[src/rtl/fcbb_pkg.sv]
// Package for the frame change bounding box block.
// Holds field widths, port widths, register indexes and parameter defaults.
// No dependencies; used by the top level and its port checker.
`default_nettype none

package fcbb_pkg;

    localparam int MAX_DIM_DEFAULT = 4096;

    localparam int PIX_W      = 32;
    localparam int POS_W      = 12;
    localparam int SIZE_W     = 13;
    localparam int CFG_DATA_W = 13;
    localparam int CFG_IDX_W  = 8;

    localparam int S_TDATA_W = 2 * PIX_W;
    localparam int M_FIELD_W = 2 * POS_W + 2 * SIZE_W;
    localparam int M_TDATA_W = ((M_FIELD_W + 7) / 8) * 8;

    localparam logic [CFG_IDX_W-1:0] REG_FRAME_WIDTH  = CFG_IDX_W'(0);
    localparam logic [CFG_IDX_W-1:0] REG_FRAME_HEIGHT = CFG_IDX_W'(1);

endpackage

`default_nettype wire

[src/rtl/frame_change_bounding_box.sv]
// A pixel pair is first held in the input register and updates the box as it leaves it; the
// result of a frame is registered onto m_tvalid as its last pixel leaves the input register.
// Throughput: one pixel pair per cycle, set by the input register feeding a
// single compare-and-update stage; stalls only while a result waits on m_tready.
// Reset (aresetn low at a clock edge): counters, box and both valid flags clear,
// frame_width and frame_height return to 1.
//
// Top level of the frame change bounding box; depends on fcbb_pkg.
`default_nettype none

module frame_change_bounding_box #(
    parameter int MAX_DIM = fcbb_pkg::MAX_DIM_DEFAULT
) (
    input  wire logic                               aclk,
    input  wire logic                               aresetn,
    // Fields from bit 0: prev_pixel, cur_pixel.
    input  wire logic [fcbb_pkg::S_TDATA_W-1:0]     s_tdata,
    input  wire logic                               s_tvalid,
    output logic                                    s_tready,
    // Fields from bit 0: rect_x, rect_y, rect_width, rect_height, zero padding.
    output logic [fcbb_pkg::M_TDATA_W-1:0]          m_tdata,
    // Fields from bit 0: unchanged.
    output logic                                    m_tuser,
    output logic                                    m_tvalid,
    input  wire logic                               m_tready,
    input  wire logic [fcbb_pkg::CFG_IDX_W-1:0]     cfg_index,
    input  wire logic [fcbb_pkg::CFG_DATA_W-1:0]    cfg_wdata,
    input  wire logic                               cfg_valid,
    output logic                                    cfg_ready
);

    localparam int CNT_W = $clog2(MAX_DIM);
    localparam int CMP_W = (CNT_W + 1 > fcbb_pkg::SIZE_W) ? CNT_W + 1 : fcbb_pkg::SIZE_W;
    localparam int EXT_W = (CNT_W > fcbb_pkg::POS_W) ? CNT_W : fcbb_pkg::POS_W;
    localparam int PW    = fcbb_pkg::PIX_W;

    logic [fcbb_pkg::CFG_DATA_W-1:0] frame_width_reg;
    logic [fcbb_pkg::CFG_DATA_W-1:0] frame_height_reg;

    logic             diff_reg;
    logic             in_valid_reg;

    logic [CNT_W-1:0] col_reg, col_next;
    logic [CNT_W-1:0] row_reg, row_next;
    logic             any_reg, any_next;
    logic [CNT_W-1:0] min_x_reg, min_x_next;
    logic [CNT_W-1:0] min_y_reg, min_y_next;
    logic [CNT_W-1:0] max_x_reg, max_x_next;
    logic [CNT_W-1:0] max_y_reg, max_y_next;

    logic [fcbb_pkg::M_TDATA_W-1:0] m_tdata_reg;
    logic                           m_tuser_reg;
    logic                           m_tvalid_reg;

    logic [CMP_W-1:0] width_ext, height_ext, eff_w, eff_h;
    logic [CMP_W-1:0] col_inc, row_inc;
    logic             row_end, frame_end, advance;

    logic             any_upd;
    logic [CNT_W-1:0] min_x_upd, min_y_upd, max_x_upd, max_y_upd;
    logic [EXT_W-1:0] min_x_ext, min_y_ext;
    logic [CMP_W-1:0] span_x, span_y;
    logic [fcbb_pkg::M_FIELD_W-1:0] result_fields;

    assign cfg_ready = 1'b1;

    always_ff @(posedge aclk) begin
        if (!aresetn) begin
            frame_width_reg  <= fcbb_pkg::CFG_DATA_W'(1);
            frame_height_reg <= fcbb_pkg::CFG_DATA_W'(1);
        end else if (cfg_valid) begin
            if (cfg_index == fcbb_pkg::REG_FRAME_WIDTH) begin
                frame_width_reg <= cfg_wdata;
            end
            if (cfg_index == fcbb_pkg::REG_FRAME_HEIGHT) begin
                frame_height_reg <= cfg_wdata;
            end
        end
    end

    // Effective frame size: zero counts as one, anything above MAX_DIM is clamped.
    always_comb begin
        width_ext  = CMP_W'(frame_width_reg);
        height_ext = CMP_W'(frame_height_reg);
        if (width_ext == '0) begin
            eff_w = CMP_W'(1);
        end else if (width_ext > CMP_W'(MAX_DIM)) begin
            eff_w = CMP_W'(MAX_DIM);
        end else begin
            eff_w = width_ext;
        end
        if (height_ext == '0) begin
            eff_h = CMP_W'(1);
        end else if (height_ext > CMP_W'(MAX_DIM)) begin
            eff_h = CMP_W'(MAX_DIM);
        end else begin
            eff_h = height_ext;
        end
    end

    assign col_inc   = CMP_W'(col_reg) + CMP_W'(1);
    assign row_inc   = CMP_W'(row_reg) + CMP_W'(1);
    assign row_end   = !(col_inc < eff_w);
    assign frame_end = row_end && !(row_inc < eff_h);

    // A pixel that closes no frame never waits on the result register.
    assign advance  = in_valid_reg && (!frame_end || !m_tvalid_reg || m_tready);
    assign s_tready = !in_valid_reg || advance;

    always_ff @(posedge aclk) begin
        if (!aresetn) begin
            in_valid_reg <= 1'b0;
        end else if (s_tready) begin
            in_valid_reg <= s_tvalid;
        end
    end

    always_ff @(posedge aclk) begin
        if (s_tready && s_tvalid) begin
            diff_reg <= s_tdata[PW-1:0] != s_tdata[2*PW-1:PW];
        end
    end

    always_comb begin
        any_upd   = any_reg;
        min_x_upd = min_x_reg;
        min_y_upd = min_y_reg;
        max_x_upd = max_x_reg;
        max_y_upd = max_y_reg;
        if (diff_reg) begin
            any_upd = 1'b1;
            if (!any_reg) begin
                min_x_upd = col_reg;
                max_x_upd = col_reg;
                min_y_upd = row_reg;
                max_y_upd = row_reg;
            end else begin
                if (col_reg < min_x_reg) min_x_upd = col_reg;
                if (col_reg > max_x_reg) max_x_upd = col_reg;
                if (row_reg < min_y_reg) min_y_upd = row_reg;
                if (row_reg > max_y_reg) max_y_upd = row_reg;
            end
        end
    end

    always_comb begin
        col_next   = col_reg;
        row_next   = row_reg;
        any_next   = any_reg;
        min_x_next = min_x_reg;
        min_y_next = min_y_reg;
        max_x_next = max_x_reg;
        max_y_next = max_y_reg;
        if (advance) begin
            if (frame_end) begin
                col_next   = '0;
                row_next   = '0;
                any_next   = 1'b0;
                min_x_next = '0;
                min_y_next = '0;
                max_x_next = '0;
                max_y_next = '0;
            end else begin
                col_next   = row_end ? '0 : col_inc[CNT_W-1:0];
                row_next   = row_end ? row_inc[CNT_W-1:0] : row_reg;
                any_next   = any_upd;
                min_x_next = min_x_upd;
                min_y_next = min_y_upd;
                max_x_next = max_x_upd;
                max_y_next = max_y_upd;
            end
        end
    end

    always_ff @(posedge aclk) begin
        if (!aresetn) begin
            col_reg   <= '0;
            row_reg   <= '0;
            any_reg   <= 1'b0;
            min_x_reg <= '0;
            min_y_reg <= '0;
            max_x_reg <= '0;
            max_y_reg <= '0;
        end else begin
            col_reg   <= col_next;
            row_reg   <= row_next;
            any_reg   <= any_next;
            min_x_reg <= min_x_next;
            min_y_reg <= min_y_next;
            max_x_reg <= max_x_next;
            max_y_reg <= max_y_next;
        end
    end

    assign min_x_ext = EXT_W'(min_x_upd);
    assign min_y_ext = EXT_W'(min_y_upd);
    assign span_x    = CMP_W'(max_x_upd) - CMP_W'(min_x_upd) + CMP_W'(1);
    assign span_y    = CMP_W'(max_y_upd) - CMP_W'(min_y_upd) + CMP_W'(1);

    always_comb begin
        if (any_upd) begin
            result_fields = {span_y[fcbb_pkg::SIZE_W-1:0], span_x[fcbb_pkg::SIZE_W-1:0],
                             min_y_ext[fcbb_pkg::POS_W-1:0], min_x_ext[fcbb_pkg::POS_W-1:0]};
        end else begin
            result_fields = '0;
        end
    end

    always_ff @(posedge aclk) begin
        if (!aresetn) begin
            m_tvalid_reg <= 1'b0;
        end else if (advance && frame_end) begin
            m_tvalid_reg <= 1'b1;
        end else if (m_tready) begin
            m_tvalid_reg <= 1'b0;
        end
    end

    always_ff @(posedge aclk) begin
        if (advance && frame_end) begin
            m_tdata_reg <= fcbb_pkg::M_TDATA_W'(result_fields);
            m_tuser_reg <= !any_upd;
        end
    end

    assign m_tdata  = m_tdata_reg;
    assign m_tuser  = m_tuser_reg;
    assign m_tvalid = m_tvalid_reg;

endmodule

`default_nettype wire

[config.mk]
export PLATFORM = sky130hd
export DESIGN_NAME = frame_change_bounding_box
export DESIGN_NICKNAME = d
export VERILOG_FILES = /design/src/rtl/fcbb_pkg.sv /design/src/rtl/frame_change_bounding_box.sv
export SDC_FILE = /design/constraint.sdc
export NUM_CORES = 1
export LEC_CHECK = 0
export ABC_CLOCK_PERIOD_IN_PS = 9100
export BUFFER_PORTS_ARGS = -buffer_cell sky130_fd_sc_hd__buf_2
export CAP_MARGIN = 20
export CORE_MARGIN = 4
export CORE_UTILIZATION = 59
export CTS_CLUSTER_DIAMETER = 40
export DETAILED_ROUTE_END_ITERATION = 6
export GPL_TIMING_DRIVEN = 0
export PLACE_DENSITY = 0.88
export SKIP_LAST_GASP = 1
export SLEW_MARGIN = 20
export SYNTH_ARGS = -nofsm -noshare
export SYNTH_HDL_FRONTEND = slang
export SYNTH_SLANG_ARGS = --single-unit
[constraint.sdc]
create_clock -name aclk -period 9.1 [get_ports aclk]
set_input_delay 1.82 -clock aclk [delete_from_list [all_inputs] [get_ports aclk]]
set_output_delay 1.82 -clock aclk [all_outputs]
set_load 0.01 [all_outputs]
==> summary.txt, run 1 <==
Hold path
  • Hold Crit Endpoint: min_y_reg[8]$_SDFFE_PN0P_
  • Hold Crit Start: min_y_reg[8]$_SDFFE_PN0P_
  • Hold crit path type: reg -> reg
  • Hold path depth: 2

Floorplanning
  • Initial Util: 60.1%
  • # rows: 48
  • Core Footprint: 0.0172 mm^2
  • Top Ports: 150
  • Die area: between 0.015 and 0.02 mm^2
  • Die width: 141 um
  • Die Ht: 141 um

Synthesis
  • Most common library cells after synthesis: ha_1 (118), dfxtp_1 (101), nor2_1 (93)
  • Synthesized area: roughly 0.010 mm^2
  • Syn avg cell area: 9.51 um^2
  • Post-synthesis sequential area ratio: 34.6%
  • Synth Instances: 1089
  • Synth warn: 0
  • Ranking of synthesized cells by area: dfxtp_1 (20%), edfxtp_1 (15%), ha_1 (14%)
  • Synth Register Bits: 153
  • Post-synth top flop: dfxtp_1
  • Ys async rst share: 0%
  • Number of synthesized flops with an enable pin: 52
  • Synth cell types: 82
  • Most numerous cell in the Yosys netlist: ha_1
  • Top cell type's share of synthesized area: 19.5%
  • Synth area leader: dfxtp_1

Place
  • IO buf count: 142
  • Post-DP Area: 0.0114 mm^2
  • Detail Placement HPWL: about 21000 um
  • Placed cells: 1468
  • GPL Wtd Cong: 0.975
  • Place WS: 3.46 ns

Setup path
  • WP data required: 7.28 ns
  • FF-to-FF path depth: 19
  • RR Endpoint: m_tdata[35]$_SDFFCE_PP0P_
  • CP bufs+invs: 1
  • Worst path slowest cell: nor3_1
  • Worst path max stage delay: ~0.66 ns
  • Largest fanout on the critical path: 9
  • Cell Chain, Critical Path: ha_1 > nand3_1 > nor3_1 > nand3_1 > nor2_1 > xnor2_1 > ha_1 > a21oi_1 > o21ai_0 > a41oi_1 > nor3_1 > nand2_1 > buf_2
  • Reg-to-reg setup timing slack: 3.78 ns
  • Kind of critical path: reg -> out
  • Worst setup EP type: output port
  • WP data arrival: 4.52 ns
  • Delay-heaviest family, CP: simple AND/OR/NAND/NOR gates
  • Startpoint types: flip-flop
  • FF-to-FF Start: col_reg[1]$_SDFFE_PN0P_

CTS
  • CTS sink count: 153
  • CTS resizes: 0
  • Postcts setup bufs: 0
  • Clk buf depth: 2
  • Worst-Skew Late Latency: roughly 0.44 ns
  • Htree depth: 4
  • Hold Buf Count CTS: 0
  • CTS root buf: clkbuf_16
  • CTS tree: yes
  • Clk slew on worst S/H paths: approximately 0.060 ns
  • Num CTS Buffers: 17

Final layout
  • Final Cell Area: 0.0120 mm^2
  • Post-Layout Cell Count: 1501
  • Max reg flops: 50
  • Area Overhead vs Synth: 15.5%
  • Fin nets: about 1500
  • Layout cells sized above 1: 21.2%
  • Fillers: 1231

Pwr
  • Clock power frac: 43.9%
  • Final Power: 1.54 mW
  • Cell internal pwr: 1.14 mW
  • Power per cell area: 128 mW/mm^2
  • Flop pwr share: between 40% and 50%
  • Switch Pwr: 394 uW
  • Switch share: 25.7%
  • Peak supply drop: 0.141 mV
  • Leak pwr: just over 5 nW
  • Combinational Power Share: just over 9%

GRT
  • Largest net degree at the start of global routing: 17
  • Grt ovf: 0
  • Vias in the first global route: 8910
  • Initial antenna violation count: 1
  • First-pass GRT wire length: ~44000 um
  • Tot GR Track Use: 27.2%

Timing
  • Endpoints failing hold: 0
  • Setup violators final: 0
  • RSZ-0062 raised after global routing: false
  • Setup Skew: 0.00949 ns
  • Final setup margin: roughly 2.8 ns
  • Final period util: ~70%
  • Tightest Pin Transition: 0.800 ns
  • Max-slew headroom: 45.3%
  • Tmin final: about 6.3 ns
  • Achievable clock frequency: 158 MHz
  • Final Max Tran Viols: 0
  • Worst hold margin: 0.482 ns

Run status
  • Status: finished clean

Job
  • Max_cap viols: 0

Routing
  • DRT antenna net count: 0
  • Routed WL: 27400 um
  • Avg WL per Cell: 18.3 um
  • Routed via count: roughly 9000
  • Starting DRT DRC Count: 919
  • # DRC: 0
  • Drt first pass iters: 6
  • Vias per cell: between 6 and 7
[area by class of cell]
class / instances / area [um^2] / area share, %
clock inverter: 10 / 86.3 / 0.721
tap: 225 / 282 / 2.35
multi-input combinational: 805 / 6130 / 51.3
buffer: 62 / 390 / 3.26
clock buffer: 22 / 464 / 3.88
inverter: 74 / 278 / 2.32
antenna: 1 / 2.50 / 0.0209
sequential: 153 / 3580 / 29.9
timing repair buffer: 149 / 746 / 6.23
[layer usage]
layer	GRT usage (%)	up-vias	share of wire (%)
met4	11.3	0	3.4
li1	-	4338	-
met5	0	-	0
met3	5.05	83	9.5
met2	47.2	576	48
met1	33.3	4256	39
[placed cells by master (no fill, tap or decap), drive strengths merged, types with 8 or more instances in the layout]
cell type  Yosys  routed
buf           41     190
ha           118     118
dfxtp        101     101
nor2          93      93
nand2         81      81
inv           73      77
mux2i         52      52
edfxtp        52      52
xnor2         51      51
clkbuf        21      43
a21oi         39      39
o21ai         34      34
nand3         30      30
nor3          24      24
o221ai        24      24
nand4         21      21
a31oi         20      20
o211ai        19      19
xor2          18      18
nor2b         13      13
a21o          13      13
mux2          12      12
o22ai         12      12
o2111ai       12      12
nand2b        11      11
a22o          11      11
nor4          11      11
o31ai          8       8
[power groups by stage]
stage | Clock (mW) | Combinational, mW | Sequential, mW
finish | 0.675 | 0.141 | 0.721
global route | 0.704 | 0.150 | 0.722
CTS | 0.674 | 0.140 | 0.721
detailed placement | 0 | 0.139 | 0.736
global placement | 0 | 0.134 | 0.739
floorplan | 0 | 0.0741 | 0.745
[worst max path at each step]
stage	from	to	slack, ns	depth (start not counted)
CTS	col_reg[1]$_SDFFE_PN0P_	s_tready	2.97	13
floorplan	col_reg[1]$_SDFFE_PN0P_	m_tdata[0]$_SDFFCE_PP0P_	0.69	15
detailed placement	col_reg[1]$_SDFFE_PN0P_	s_tready	3.46	13
finish	col_reg[1]$_SDFFE_PN0P_	s_tready	2.76	13
global route	col_reg[1]$_SDFFE_PN0P_	s_tready	2.56	13
global placement	col_reg[1]$_SDFFE_PN0P_	m_tdata[18]$_SDFFCE_PP0P_	-1.17	15
[metrics by stage]
stage	utilization [%]	setup TNS, ns
CTS	69.4	0
floorplan	-	0
finish	69.4	0
global placement	66.0	-60.57
global route	69.4	0
detailed placement	66.2	0
[tightest hold or removal path: stages, from the launching register on]
cell	delay, ns
dfxtp_1	0.31
inv_1	0.07
o22ai_1	0.06
[cells by family (layout without fill, tap and decap cells)]
group | Yosys count | count (layout) | share of synthesized area (%)
xor gates and xnor gates | 69 | 69 | 5.83
other | 2 | 8 | 0.0725
adders and majority gates | 120 | 120 | 14.6
and+or+nand+nor | 312 | 312 | 14.5
muxes | 64 | 64 | 6.33
buffers and inverters | 136 | 317 | 6.45
DFF | 153 | 153 | 34.6
AOI/OAI and AO/OA | 233 | 233 | 17.6
Note: power is estimated with default switching activity, not from simulation.
==> run 2: changes to the inputs <==
- ABC_CLOCK_PERIOD_IN_PS: 9100 -> 5100
- CORE_UTILIZATION: 59 -> 53
- PLACE_DENSITY: 0.88 -> 0.84
- clock period: 9.1 -> 5.1 ns (I/O delays scaled with it)
==> run 2 against run 1 <==
Non-clock buffer count shrank 2; core utilization down 5.4 points; clock power up 93%; critical endpoint is now m_tdata[36]$_SDFFCE_PP0P_; highest routed layer is now met5.
==> summary.txt, run 2 (same netlist as run 1, synthesis figures left out) <==
Setup path
  • Worst path slowest cell: dfxtp_1
  • Kind of critical path: reg -> reg
  • Most used cell, CP: ha_1
  • CP bufs+invs: 1
  • Cell Chain, Critical Path: ha_1 > a21oi_1 > o21ai_0 > a21oi_1 > o21ai_0 > a31oi_4 > buf_4 > mux2i_1 > ha_1 > ha_1 > a21o_1 > a21o_1 > a2111oi_2 > o31ai_1 > o41ai_1 > xnor2_1 > nor2_1
  • WP data required: 5.27 ns
  • Worst path max stage delay: 0.57 ns
  • Startpoint types: flip-flop
  • Worst setup EP type: flip-flop
  • WP data arrival: 5.10 ns
  • Delay-heaviest family, CP: compound AO/OA/AOI/OAI gates
  • Largest fanout on the critical path: 10

Job
  • Max_cap viols: 0

GRT
  • Vias in the first global route: ~8800
  • Initial antenna violation count: 1
  • Tot GR Track Use: 23.9%
  • First-pass GRT wire length: 42700 um
  • Grt ovf: 0
  • Largest net degree at the start of global routing: 17

Place
  • Placed cells: 1500
  • Detail Placement HPWL: 20100 um
  • GPL Wtd Cong: 0.912
  • Post-DP Area: 0.0115 mm^2
  • Place WS: 0.0369 ns
  • IO buf count: 142

CTS
  • Worst-Skew Late Latency: 0.44 ns
  • Clk buf depth: 2
  • Num CTS Buffers: 17
  • Htree depth: 4
  • CTS root buf: clkbuf_16
  • Hold Buf Count CTS: 0
  • Clk slew on worst S/H paths: approximately 0.060 ns
  • CTS tree: yes
  • CTS sink count: approximately 150

Timing
  • Tightest Pin Transition: just under 0.8 ns
  • Tmin final: 4.93 ns
  • Max-slew headroom: 46.7%
  • Setup violators final: 0
  • RSZ-0062 raised after global routing: true
  • Final period util: between 90% and 100%
  • Achievable clock frequency: 203 MHz
  • Final setup margin: between 0.15 and 0.2 ns
  • Final Max Tran Viols: 0
  • Setup Skew: 0.0124 ns
  • Endpoints failing hold: 0

Floorplanning
  • Die Ht: ~150 um
  • Die width: 148 um
  • Initial Util: 54.7%
  • Core Footprint: 0.0190 mm^2
  • Top Ports: 150
  • # rows: 50
  • Die area: 0.0219 mm^2

Final layout
  • Commonest cells after routing, fill and taps aside: buf_2 (152), ha_1 (118), dfxtp_1 (98)
  • Max reg flops: 50
  • Commonest non-fill, non-tap cell in the layout: buf_2
  • Area Overhead vs Synth: 17.2%
  • Post-Layout Cell Count: 1533
  • Sequential cell area: 0.00359 mm^2
  • Layout cells sized above 1: a little over a fifth
  • Final Cell Area: 0.0121 mm^2
  • Fillers: 1508
  • Fin nets: 1470
  • Antenna diodes: 0
  • Util after Layout: 64.1%
  • Area of the multi-input gates: between 0.006 and 0.007 mm^2

Routing
  • Routed via count: 8943
  • # DRC: 0
  • DRT antenna net count: 0
  • Avg WL per Cell: about 17 um
  • Starting DRT DRC Count: roughly 800
  • Routed WL: approximately 26000 um
  • Drt first pass iters: 5
  • Vias per cell: between 5 and 6

Pwr
  • Leak pwr: 5.15 nW
  • Peak supply drop: 0.259 mV
  • Power per cell area: 234 mW/mm^2

Hold path
  • Hold crit path type: reg -> reg

Run status
  • Status: finished clean
run 2: worst reg2reg max path, cell delays in order, from the launching register on:
cell	delay (ns)
dfxtp_1	0.57
ha_1	0.32
a21oi_1	0.16
o21ai_0	0.13
a21oi_1	0.12
o21ai_0	0.18
a31oi_4	0.38
buf_4	0.29
mux2i_1	0.31
ha_1	0.31
ha_1	0.30
a21o_1	0.17
a21o_1	0.22
a2111oi_2	0.45
o31ai_1	0.17
o41ai_1	0.35
xnor2_1	0.17
nor2_1	0.05
run 2: final cells by class:
class                      count  area share, %
tap                          260           2.68
sequential                   153           29.5
timing repair buffer         147           6.25
buffer                        62           3.26
clock inverter                10           1.17
clock buffer                  22           3.76
multi-input combinational    805           51.1
inverter                      74           2.29
run 2: what timing repair did:
item / 4_1_cts / 5_1_grt
gates resized for setup: 3 / 18
gates cloned: 0 / 0
endpoints found under the setup margin: 2 / 12
setup buffers: 0 / 1
endpoints found under the hold margin: 0 / 0
pin swaps: 1 / 1
run 2: worst paths after layout:
check | startpoint | endpoint | slack, ns | cells past startpoint
max | col_reg[10]$_SDFFE_PN0P_ | m_tdata[36]$_SDFFCE_PP0P_ | 0.17 | 17
min reg2reg | min_y_reg[4]$_SDFFE_PN0P_ | min_y_reg[4]$_SDFFE_PN0P_ | 0.49 | 2
max reg2reg | col_reg[10]$_SDFFE_PN0P_ | m_tdata[36]$_SDFFCE_PP0P_ | 0.17 | 17
min | min_y_reg[4]$_SDFFE_PN0P_ | min_y_reg[4]$_SDFFE_PN0P_ | 0.49 | 2
run 2: metrics by stage:
step | hold WS (ns) | power [mW] | TNS [ns]
after floorplan | 0.442 | 1.46 | 0
after global placement | 0.462 | 1.55 | -45.46
after detailed placement | 0.470 | 1.56 | 0
after CTS | 0.483 | 2.85 | 0
after global routing | 0.514 | 2.93 | -0.101
final | 0.486 | 2.84 | 0
run 2: where the power goes:
group | internal, mW | switching, mW
combinational | 0.105 | 0.150
clock | 0.790 | 0.513
sequential | 1.28 | 0.00529
total | 2.18 | 0.668
run 2: metal layers:
metal	routed length, um	vias to the layer above	part of all wire (%)	GRT usage [%]
met5	7	-	0.027	0
met4	481	2	1.8	7.85
met3	2250	52	8.6	5.70
met2	12400	415	47	40.4
met1	11100	4133	42	30.2
li1	-	4341	-	-
==> run 3: changes to the inputs <==
- BUFFER_PORTS_ARGS: -buffer_cell sky130_fd_sc_hd__buf_2 -> unset
- CORE_UTILIZATION: 53 -> 59
- DONT_BUFFER_PORTS: unset -> 1
- SETUP_SLACK_MARGIN: unset -> 0.3
==> run 3 against run 2 <==
Cell count down 11%; flip-flop and latch count did not move; register-to-register slack gained 0.29 ns; maximum frequency grew 5.9%; sequential share of layout area increased by 1.4 points; first-iteration DRC count is 16% higher; die area is 9.6% lower; worst hold slack got worse by 0.0022 ns; highest routed layer is now met4.
==> summary.txt, run 3 (same netlist as run 1, synthesis figures left out) <==
CTS
  • CTS tree: yes
  • Num CTS Buffers: 17
  • Hold Buf Count CTS: 0
  • CTS root buf: clkbuf_16
  • Htree depth: 4
  • Worst-Skew Late Latency: 0.44 ns
  • Clk slew on worst S/H paths: 0.06 ns
  • CTS sink count: 153
  • Clk buf depth: 2

Job
  • Max_cap viols: 0

GRT
  • First-pass GRT wire length: about 42000 um
  • Grt ovf: 0
  • Vias in the first global route: 8400
  • Tot GR Track Use: 26.0%
  • Largest net degree at the start of global routing: 17
  • Initial antenna violation count: 0

Timing
  • Final period util: about nine tenths
  • Tightest Pin Transition: 0.797 ns
  • Setup Skew: 0.0108 ns
  • Final Max Tran Viols: 0
  • RSZ-0062 raised after global routing: true
  • Endpoints failing hold: 0
  • Worst hold margin: 0.484 ns
  • Setup violators final: 0
  • Max-slew headroom: 46.3%
  • Tmin final: between 4 and 5 ns
  • Setup TNS: 0 ns
  • Achievable clock frequency: 215 MHz

Pwr
  • Peak supply drop: 0.269 mV
  • Cell internal pwr: roughly 2.1 mW
  • Flop pwr share: a little under half
  • Clock power frac: 47.0%
  • Power per cell area: around 240 mW/mm^2
  • Combinational Power Share: 6.9%
  • Leak pwr: approximately 4.7 nW
  • Switch Pwr: 676 uW
  • Switch share: 23.9%
  • Final Power: 2.82 mW

Routing
  • Vias per cell: ~6.3
  • Routed via count: 8620
  • Avg WL per Cell: 19.2 um
  • Starting DRT DRC Count: approximately 900
  • Routed WL: roughly 26000 um
  • # DRC: 0
  • Drt first pass iters: 7
  • DRT antenna net count: 0

Floorplanning
  • Die Ht: 141 um
  • Die area: approximately 0.020 mm^2
  • Die width: approximately 140 um
  • Initial Util: between 60% and 70%
  • # rows: 48
  • Top Ports: 150
  • Core Footprint: 0.0172 mm^2

Setup path
  • Reg-to-reg setup timing slack: 0.46 ns
  • WP data required: between 4 and 5 ns
  • FF-to-FF path depth: 16
  • RR Endpoint: m_tdata[47]$_SDFFCE_PP0P_
  • Startpoint types: flip-flop
  • Worst setup EP type: output port
  • WP data arrival: approximately 3.6 ns
  • FF-to-FF Start: row_reg[9]$_SDFFE_PN0P_
  • Kind of critical path: reg -> out
  • Largest fanout on the critical path: 9

Hold path
  • Hold Crit Endpoint: min_y_reg[8]$_SDFFE_PN0P_
  • Hold Crit Start: min_y_reg[8]$_SDFFE_PN0P_
  • Hold crit path type: reg -> reg
  • Hold path depth: 2

Final layout
  • Max reg flops: 50
  • Fin nets: 1341
  • Area of the multi-input gates: 0.00629 mm^2
  • Fillers: ~1200
  • Layout cells sized above 1: 15.5%
  • Util after Layout: between 60% and 70%
  • Commonest non-fill, non-tap cell in the layout: ha_1
  • Antenna diodes: 0
  • Sequential cell area: 0.00360 mm^2
  • Area Overhead vs Synth: 12.3%
  • Commonest cells after routing, fill and taps aside: ha_1 (117), nor2_1 (92), dfxtp_1 (87)
  • Post-Layout Cell Count: about 1400

Place
  • IO buf count: 0
  • Detail Placement HPWL: 19100 um
  • GPL Wtd Cong: 0.907
  • Placed cells: 1323

Run status
  • Status: finished clean
==> run 3: metrics by stage <==
step	setup WS, ns	area [um^2]
3_3_place_gp	-0.617	10700
2_1_floorplan	0.216	10500
5_1_grt	0.245	11600
6_report	0.441	11600
4_1_cts	0.275	11400
3_5_place_dp	0.0551	10800
==> run 3: power groups by stage <==
stage	sequential (mW)	clock, mW	combinational [mW]
final	1.30	1.33	0.195
after global routing	1.30	1.39	0.206
after CTS	1.30	1.33	0.180
after detailed placement	1.33	0	0.175
after global placement	1.33	0	0.166
after floorplan	1.33	0	0.134
==> run 3: worst max path at each step <==
stage / slack (ns) / end / from / cells past startpoint
floorplan: 0.22 / m_tdata[0]$_SDFFCE_PP0P_ / col_reg[4]$_SDFFE_PN0P_ / 15
global placement: -0.62 / m_tdata[19]$_SDFFCE_PP0P_ / col_reg[1]$_SDFFE_PN0P_ / 15
detailed placement: 0.06 / m_tdata[49]$_SDFFCE_PP0P_ / row_reg[9]$_SDFFE_PN0P_ / 16
CTS: 0.27 / m_tdata[48]$_SDFFCE_PP0P_ / row_reg[9]$_SDFFE_PN0P_ / 20
global route: 0.25 / m_tdata[35]$_SDFFCE_PP0P_ / min_x_reg[5]$_SDFFE_PN0P_ / 20
finish: 0.44 / s_tready / row_reg[1]$_SDFFE_PN0P_ / 13
==> run 3: layer usage <==
metal	vias up	global-route usage [%]	wire length [um]	part of all wire, %
met3	36	6.04	2050	7.8
met1	4082	33.6	11200	43
li1	4085	-	-	-
met5	-	0	0	0
met4	0	7.60	470	1.8
met2	417	43.5	12500	48
==> run 3: layout make-up <==
| type | count | area share (%) |
|---|---|---|
| Clock buffer | 19 | 3.81 |
| Inverter | 74 | 2.39 |
| Buffer | 62 | 3.69 |
| Sequential cell | 153 | 31.0 |
| Clock inverter | 12 | 1.42 |
| Timing Repair Buffer | 18 | 1.23 |
| Multi-Input combinational cell | 805 | 54.1 |
| Tap cell | 225 | 2.42 |
==> run 3: worst max-delay path: stages, from the launching register on <==
cell	delay, ns
dfxtp_4	0.39
ha_1	0.23
and3_2	0.25
and3_1	0.23
and3_1	0.24
xor2_1	0.16
ha_1	0.34
a21oi_1	0.14
o21ai_1	0.12
a2111oi_2	0.39
a211oi_2	0.17
o21a_1	0.22
buf_6	0.15
nand2_1	0.17
==> run 3: repair_timing <==
action,CTS,global route
resized for setup,13,30
pin swaps,1,8
endpoints found under the setup margin,8,24
setup buffers,2,12
